$ cat config.mk
export PLATFORM = sky130hd
export DESIGN_NAME = rational_multiply_reduce_unit_flat
export DESIGN_NICKNAME = d
export VERILOG_FILES = /design/src/rmr_pkg.sv /design/src/rmr_if.sv /design/src/rmr_ctrl.sv /design/src/rmr_dp.sv /design/src/rational_multiply_reduce_unit.sv /design/src/flat_wrapper.sv
export SDC_FILE = /design/constraint.sdc
export NUM_CORES = 2
export LEC_CHECK = 0
export BUFFER_PORTS_ARGS = -buffer_cell sky130_fd_sc_hd__buf_2
export CAP_MARGIN = 10
export CORE_MARGIN = 4
export CORE_UTILIZATION = 51
export CTS_CLUSTER_DIAMETER = 60
export DETAILED_ROUTE_END_ITERATION = 8
export PLACE_DENSITY = 0.72
export SLEW_MARGIN = 20
export SYNTH_ARGS = -nofsm -noshare
export SYNTH_HDL_FRONTEND = slang
export SYNTH_SLANG_ARGS = --single-unit
$ cat constraint.sdc
create_clock -name clk_i -period 9.8 [get_ports clk_i]
set_input_delay 0.98 -clock clk_i [delete_from_list [all_inputs] [get_ports clk_i]]
set_output_delay 0.98 -clock clk_i [all_outputs]
set_load 0.02 [all_outputs]
$ cat src/rmr_pkg.sv
package rmr_pkg;

  localparam int unsigned InWidth  = 16;
  localparam int unsigned OutWidth = 32;
  localparam int unsigned MagWidth = 2 * InWidth;
  localparam int unsigned CntWidth = $clog2(MagWidth + 1);

  typedef enum logic [2:0] {
    StIdle,
    StMul,
    StGcd,
    StDivP,
    StDivQ,
    StOut
  } state_e;

  typedef struct packed {
    logic load;
    logic mul;
    logic gcd_step;
    logic div_start;
    logic div_step;
    logic div_sel_q;
    logic div_store;
  } ctrl_t;

  typedef struct packed {
    logic gcd_done;
    logic div_done;
  } stat_t;

endpackage

$ cat src/rmr_if.sv
interface rmr_in_if;
  import rmr_pkg::*;
  logic                       valid;
  logic                       ready;
  logic signed [InWidth-1:0]  num_a;
  logic signed [InWidth-1:0]  den_a;
  logic signed [InWidth-1:0]  num_b;
  logic signed [InWidth-1:0]  den_b;
  modport source (output valid, num_a, den_a, num_b, den_b, input ready);
  modport sink (input valid, num_a, den_a, num_b, den_b, output ready);
endinterface

interface rmr_out_if;
  import rmr_pkg::*;
  logic                       valid;
  logic                       ready;
  logic signed [OutWidth-1:0] product_num;
  logic signed [OutWidth-1:0] product_den;
  modport source (output valid, product_num, product_den, input ready);
  modport sink (input valid, product_num, product_den, output ready);
endinterface

$ cat src/rmr_ctrl.sv
module rmr_ctrl (
  input  logic          clk_i,
  input  logic          rst_ni,
  input  logic          in_valid_i,
  output logic          in_ready_o,
  output logic          out_valid_o,
  input  logic          out_ready_i,
  input  rmr_pkg::stat_t stat_i,
  output rmr_pkg::ctrl_t ctrl_o
);
  import rmr_pkg::*;

  state_e state_q, state_d;

  always_ff @(posedge clk_i or negedge rst_ni) begin
    if (!rst_ni) begin
      state_q <= StIdle;
    end else begin
      state_q <= state_d;
    end
  end

  always_comb begin
    state_d     = state_q;
    ctrl_o      = '0;
    in_ready_o  = 1'b0;
    out_valid_o = 1'b0;
    unique case (state_q)
      StIdle: begin
        in_ready_o = 1'b1;
        if (in_valid_i) begin
          ctrl_o.load = 1'b1;
          state_d = StMul;
        end
      end
      StMul: begin
        ctrl_o.mul = 1'b1;
        state_d = StGcd;
      end
      StGcd: begin
        if (stat_i.gcd_done) begin
          ctrl_o.div_start = 1'b1;
          state_d = StDivP;
        end else begin
          ctrl_o.gcd_step = 1'b1;
        end
      end
      StDivP: begin
        if (stat_i.div_done) begin
          ctrl_o.div_store = 1'b1;
          ctrl_o.div_start = 1'b1;
          ctrl_o.div_sel_q = 1'b1;
          state_d = StDivQ;
        end else begin
          ctrl_o.div_step = 1'b1;
        end
      end
      StDivQ: begin
        ctrl_o.div_sel_q = 1'b1;
        if (stat_i.div_done) begin
          ctrl_o.div_store = 1'b1;
          state_d = StOut;
        end else begin
          ctrl_o.div_step = 1'b1;
        end
      end
      StOut: begin
        out_valid_o = 1'b1;
        if (out_ready_i) state_d = StIdle;
      end
      default: state_d = StIdle;
    endcase
  end

  assert property (@(posedge clk_i) disable iff (!rst_ni)
    out_valid_o && !out_ready_i |=> out_valid_o)
    else $error("result dropped while stalled");
  assert property (@(posedge clk_i) disable iff (!rst_ni)
    !(in_ready_o && out_valid_o))
    else $error("input taken while result pending");
  assert property (@(posedge clk_i) disable iff (!rst_ni)
    ctrl_o.load |=> ctrl_o.mul)
    else $error("multiply not after load");

endmodule

$ cat src/rmr_dp.sv
module rmr_dp (
  input  logic                                  clk_i,
  input  logic signed [rmr_pkg::InWidth-1:0]    num_a_i,
  input  logic signed [rmr_pkg::InWidth-1:0]    den_a_i,
  input  logic signed [rmr_pkg::InWidth-1:0]    num_b_i,
  input  logic signed [rmr_pkg::InWidth-1:0]    den_b_i,
  input  rmr_pkg::ctrl_t                        ctrl_i,
  output rmr_pkg::stat_t                        stat_o,
  output logic signed [rmr_pkg::OutWidth-1:0]   product_num_o,
  output logic signed [rmr_pkg::OutWidth-1:0]   product_den_o
);
  import rmr_pkg::*;

  logic signed [InWidth-1:0]   na_q, da_q, nb_q, db_q;
  logic signed [MagWidth-1:0]  p_q, q_q;
  logic [MagWidth-1:0]         ga_q, gb_q;
  logic [MagWidth-1:0]         rem_q, quo_q, dvd_q;
  logic [CntWidth-1:0]         cnt_q;
  logic [MagWidth:0]           trial;
  logic [MagWidth-1:0]         rem_sh;
  logic                        zero_g;
  logic signed [MagWidth-1:0]  src;
  logic [MagWidth-1:0]         res;
  logic [OutWidth-1:0]         pn_q, pd_q;
  logic                        gstep_div;
  logic signed [MagWidth-1:0]  prod_p, prod_q;
  logic [MagWidth-1:0]         abs_p, abs_q;

  // gcd iterations reuse the shift-subtract divider for the remainder
  assign zero_g     = (ga_q == '0);
  assign src        = (ctrl_i.div_sel_q && !ctrl_i.div_start) ? q_q : p_q;
  assign rem_sh     = {rem_q[MagWidth-2:0], dvd_q[MagWidth-1]};
  assign trial      = {1'b0, rem_sh} - {1'b0, (gstep_div ? gb_q : ga_q)};
  assign gstep_div  = ctrl_i.gcd_step;
  assign stat_o.gcd_done = (gb_q == '0) && (cnt_q == '0);
  assign stat_o.div_done = (cnt_q == '0);
  assign res = src[MagWidth-1] ? -quo_q : quo_q;

  assign prod_p = MagWidth'(na_q) * MagWidth'(nb_q);
  assign prod_q = MagWidth'(da_q) * MagWidth'(db_q);
  assign abs_p  = prod_p[MagWidth-1] ? -prod_p : prod_p;
  assign abs_q  = prod_q[MagWidth-1] ? -prod_q : prod_q;

  always_ff @(posedge clk_i) begin
    if (ctrl_i.load) begin
      na_q <= num_a_i;
      da_q <= den_a_i;
      nb_q <= num_b_i;
      db_q <= den_b_i;
    end
    if (ctrl_i.mul) begin
      p_q   <= prod_p;
      q_q   <= prod_q;
      ga_q  <= abs_p;
      gb_q  <= abs_q;
      cnt_q <= '0;
    end
    if (ctrl_i.gcd_step) begin
      if (cnt_q == '0) begin
        dvd_q <= ga_q;
        rem_q <= '0;
        cnt_q <= CntWidth'(MagWidth);
      end else begin
        dvd_q <= {dvd_q[MagWidth-2:0], 1'b0};
        if (!trial[MagWidth]) rem_q <= trial[MagWidth-1:0];
        else rem_q <= rem_sh;
        cnt_q <= cnt_q - 1'b1;
        if (cnt_q == CntWidth'(1)) begin
          ga_q <= gb_q;
          gb_q <= trial[MagWidth] ? rem_sh : trial[MagWidth-1:0];
        end
      end
    end
    if (ctrl_i.div_start) begin
      dvd_q <= ctrl_i.div_sel_q || !ctrl_i.div_store ? (ctrl_i.div_store ?
               (q_q[MagWidth-1] ? -q_q : q_q) : (p_q[MagWidth-1] ? -p_q : p_q)) :
               (p_q[MagWidth-1] ? -p_q : p_q);
      rem_q <= '0;
      quo_q <= '0;
      cnt_q <= zero_g ? '0 : CntWidth'(MagWidth);
    end else if (ctrl_i.div_step) begin
      dvd_q <= {dvd_q[MagWidth-2:0], 1'b0};
      if (!trial[MagWidth]) rem_q <= trial[MagWidth-1:0];
      else rem_q <= rem_sh;
      quo_q <= {quo_q[MagWidth-2:0], ~trial[MagWidth]};
      cnt_q <= cnt_q - 1'b1;
    end
    if (ctrl_i.div_store) begin
      if (ctrl_i.div_sel_q && !ctrl_i.div_start) begin
        pd_q <= zero_g ? q_q[OutWidth-1:0] : res[OutWidth-1:0];
      end else begin
        pn_q <= zero_g ? p_q[OutWidth-1:0] : res[OutWidth-1:0];
      end
    end
  end

  assign product_num_o = pn_q;
  assign product_den_o = pd_q;

endmodule

$ cat src/rational_multiply_reduce_unit.sv
// Multiplies two signed 16-bit fractions and returns the product reduced by
// the gcd of numerator and denominator products; signs are kept as formed.
// One transaction at a time, using the shared 32-step shift-subtract divider
// for both the gcd and the final divisions.
module rational_multiply_reduce_unit (
  input  logic     clk_i,
  input  logic     rst_ni,
  rmr_in_if.sink   in_i,
  rmr_out_if.source out_o
);
  import rmr_pkg::*;

  ctrl_t ctrl;
  stat_t stat;

  rmr_ctrl u_ctrl (
    .clk_i       (clk_i),
    .rst_ni      (rst_ni),
    .in_valid_i  (in_i.valid),
    .in_ready_o  (in_i.ready),
    .out_valid_o (out_o.valid),
    .out_ready_i (out_o.ready),
    .stat_i      (stat),
    .ctrl_o      (ctrl)
  );

  rmr_dp u_dp (
    .clk_i         (clk_i),
    .num_a_i       (in_i.num_a),
    .den_a_i       (in_i.den_a),
    .num_b_i       (in_i.num_b),
    .den_b_i       (in_i.den_b),
    .ctrl_i        (ctrl),
    .stat_o        (stat),
    .product_num_o (out_o.product_num),
    .product_den_o (out_o.product_den)
  );

endmodule
$ cat src/flat_wrapper.sv
// flat-port wrapper written by rule: the top's interface ports become plain ports
module rational_multiply_reduce_unit_flat import rmr_pkg::*;
  (clk_i, rst_ni, in_i_valid, in_i_num_a, in_i_den_a, in_i_num_b, in_i_den_b, in_i_ready, out_o_valid, out_o_product_num, out_o_product_den, out_o_ready);
  rmr_in_if in_i_i ();
  rmr_out_if out_o_i ();
  input  logic clk_i;
  input  logic rst_ni;
  input wire logic [$bits(in_i_i.valid)-1:0] in_i_valid;
  input wire logic [$bits(in_i_i.num_a)-1:0] in_i_num_a;
  input wire logic [$bits(in_i_i.den_a)-1:0] in_i_den_a;
  input wire logic [$bits(in_i_i.num_b)-1:0] in_i_num_b;
  input wire logic [$bits(in_i_i.den_b)-1:0] in_i_den_b;
  output wire logic [$bits(in_i_i.ready)-1:0] in_i_ready;
  output wire logic [$bits(out_o_i.valid)-1:0] out_o_valid;
  output wire logic [$bits(out_o_i.product_num)-1:0] out_o_product_num;
  output wire logic [$bits(out_o_i.product_den)-1:0] out_o_product_den;
  input wire logic [$bits(out_o_i.ready)-1:0] out_o_ready;
  assign in_i_i.valid = in_i_valid;
  assign in_i_i.num_a = in_i_num_a;
  assign in_i_i.den_a = in_i_den_a;
  assign in_i_i.num_b = in_i_num_b;
  assign in_i_i.den_b = in_i_den_b;
  assign in_i_ready = in_i_i.ready;
  assign out_o_valid = out_o_i.valid;
  assign out_o_product_num = out_o_i.product_num;
  assign out_o_product_den = out_o_i.product_den;
  assign out_o_i.ready = out_o_ready;
  rational_multiply_reduce_unit u_core (.clk_i(clk_i), .rst_ni(rst_ni), .in_i(in_i_i), .out_o(out_o_i));
endmodule
==> results_dict.tcl <==
set metrics [dict create \
    drive_gt1_frac 0.0671 \
    clk_pin_slew_ns 0.06 \
    cts_buffer_depth 3 \
    setup_slack_ns 1.72 \
    finClkSkew_ns 0.0570 \
    syn_area_um2 39300 \
    drt_iter0_drc 2464 \
    instances_no_fill 5295 \
    r2r-start "u_core.u_dp.db_q[1]" \
    max-slew-margin-rel 0.297 \
    synth_fp_nets 5000 \
    num_vias 30300 \
    ys_ff_latch 360 \
    dp_hpwl_um 79200 \
    numCtsBuffers 47 \
    status "finished, final reports clean" \
    fill_cells 6754 \
    netlist_instances 4204 \
    grt_pass1_wl_um 164000 \
    max_freq_ghz 0.124 \
    core_um2 76200 \
    cts-resized-gates 0 \
    worst_pin_slew_ns 1.05 \
    dpl_cell_area_um2 40700 \
    clkLatencyLatePin_ns 0.62 \
    cts.sinks 360 \
    gp_congestion 0.933 \
    synth_edf_count 230 \
    place_worst_setup_slack_ns 1.83 \
    reg2reg_to "u_core.u_dp.gb_q[23]" \
    ys.flop_type "edfxtp_1" \
    slew_violations 0 \
    maxCapViolations 0 \
    crit_path_top_delay_cell "fa_1" \
    die-height_um 286 \
    finalSetupTns_ns 0 \
    stdcell_area_um2 42300 \
    crit_chain "nand2_1 > inv_1 > fa_1 > inv_1 > fa_1 > inv_1 > fa_1 > fa_1 > fa_1 > fa_1 > ha_1 > a21oi_1 > o21ai_0 > a221o_1 > o2111ai_1 > a31oi_1 > or3_1 > inv_1 > o21ai_0 > xor2_1 > o221ai_1" \
    ff2ff_setup_slack_ns 1.72 \
    timing.final.hold_violations 0 \
    nets 5022 \
    seq_area_um2 9520 \
    min_period_ns 8.08 \
    min_period_over_period 0.825 \
    cts_hold_buf 0 \
    grt_max_degree 98 \
    cp_common_cell "fa_1" \
    start_util 0.516 \
    drcViolationCount 0 \
    dp.cells 5207 \
    required_ns 10.29 \
    antenna_found_initial 4 \
    grt_pass1_vias 30300 \
    worst-r2r-cell-count 21 \
    ys_types 95 \
    crit_type "reg2reg" \
    die_x_um 286 \
    grt_overflow 0 \
    htree_levels 2 \
    root_buffer "clkbuf_16" \
    fp.dieArea_um2 81500 \
    rsz0062_at_grt "no" \
    ys_seq_area_frac 0.242 \
    start_kind "flip-flop" \
    mostFrequentLayoutCells "inv_1 (636), nand2_1 (531), fa_1 (525)" \
    cts_setup_buffers 0 \
    pwr_density_cell_nw_per_um2 78.8 \
    cts_tree "done" \
    worstHoldPathType "in2async" \
    multi_input_area_um2 26700 \
    cp_top_family "adder cells" \
    portBuffers 133 \
    setup_viol 0 \
    peakVddDrop_mv 0.128 \
    p_leak_nw 18.8 \
    dr.pass1.iters 6 \
    cpPeakStageDelay_ns 0.71 \
    wl_um 100000 \
    worst-path-buf-inv 4 \
    rows 101 \
    cp_max_fo 18 \
    grtUsageTotal 0.249 \
    syn_to_final_growth_pct 7.59 \
    wl_per_cell_um 18.9 \
    drtAntennaViolNets 0 \
    async_flop_share 0.00833 \
    ios 134 \
    vias_per_cell 5.72 \
    endpoint_kind "flip-flop" \
    crit_arrival_ns 8.57 \
    diodes 0 \
    avgSynthCellArea_um2 9.35 \
    final_common_cell "inv_1" \
    ys_warn_count 0 \
    hold-worst-slack_ns 0.159 \
]
==> metrics by stage <==
step	power, W	utilization
2_1_floorplan	0.00163	-
3_3_place_gp	0.00164	0.534
3_5_place_dp	0.00164	0.534
4_1_cts	0.00335	0.555
5_1_grt	0.00342	0.555
6_report	0.00333	0.555
==> report_power, final <==
part	switching [W]	internal [W]	total, W
Combinational	0.00000432	0.00000919	0.0000135
Sequential	0	0.00160	0.00160
Clock	0.000745	0.000975	0.00172
==> Yosys cell counts (33+ instances only) <==
library cell,instances,area [um2]
mux2i_1,62,621
nand2_1,534,2000
and3_1,42,263
inv_1,637,2390
nor2_1,172,646
nand3_1,51,255
and2_1,264,1650
a21o_1,35,263
clkbuf_1,160,601
fa_1,525,10500
a31oi_1,47,294
xnor2_1,122,1070
nor3_1,33,165
o21a_1,83,623
o21ai_0,195,976
a21oi_1,173,866
o31ai_1,36,270
edfxtp_1,230,6910
xor2_1,102,893
ha_1,203,2540
dfxtp_1,127,2540
==> per-layer routing <==
layer	share of wire	vias up	wire length, um	global-route usage
li1	-	13900	-	-
met5	0	-	0	0
met2	0.47	1102	46900	0.403
met3	0.079	189	7940	0.0386
met1	0.42	15100	42000	0.347
met4	0.034	0	3430	0.0795
==> area by class of cell <==
class | instances | share of cell area
tap | 1030 | 0.0305
clock buffer | 63 | 0.0305
clock inverter | 25 | 0.00642
inverter | 638 | 0.0567
multi-input combinational | 3025 | 0.631
timing repair buffer | 154 | 0.0195
sequential | 360 | 0.225
==> worst max path at each step <==
stage,start,cells past startpoint,slack (ns),to
floorplan,u_core.u_dp.na_q[15],25,2.65,u_core.u_dp.ga_q[20]
global placement,u_core.u_dp.db_q[1],21,2.02,u_core.u_dp.gb_q[27]
detailed placement,u_core.u_dp.db_q[1],21,1.83,u_core.u_dp.gb_q[23]
CTS,u_core.u_dp.db_q[1],21,1.76,u_core.u_dp.gb_q[23]
global route,u_core.u_dp.db_q[1],21,1.17,u_core.u_dp.gb_q[23]
finish,u_core.u_dp.db_q[1],21,1.72,u_core.u_dp.gb_q[23]
==> cell families (layout without fill, tap and decap cells) <==
group / Yosys count / in the layout / share of synthesized area
DFF: 360 / 360 / 0.242
muxes: 65 / 65 / 0.0167
AOI/OAI and AO/OA: 749 / 749 / 0.123
xor gates and xnor gates: 224 / 224 / 0.0499
and+or+nand+nor: 1259 / 1259 / 0.155
adders and majority gates: 728 / 728 / 0.332
buffers and inverters: 819 / 880 / 0.0800
==> state kept, by name (all words and copies together), names as in the netlist, 31 cells and up <==
| name | flops |
|---|---|
| u_core.u_dp.ga_q | 32 |
| u_core.u_dp.dvd_q | 32 |
| u_core.u_dp.quo_q | 32 |
| u_core.u_dp.gb_q | 32 |
| u_core.u_dp.rem_q | 31 |
| u_core.u_dp.product_num_o | 32 |
| u_core.u_dp.q_q | 32 |
| u_core.u_dp.product_den_o | 32 |
| u_core.u_dp.p_q | 32 |
No activity file was read; power rests on OpenSTA's default activity.
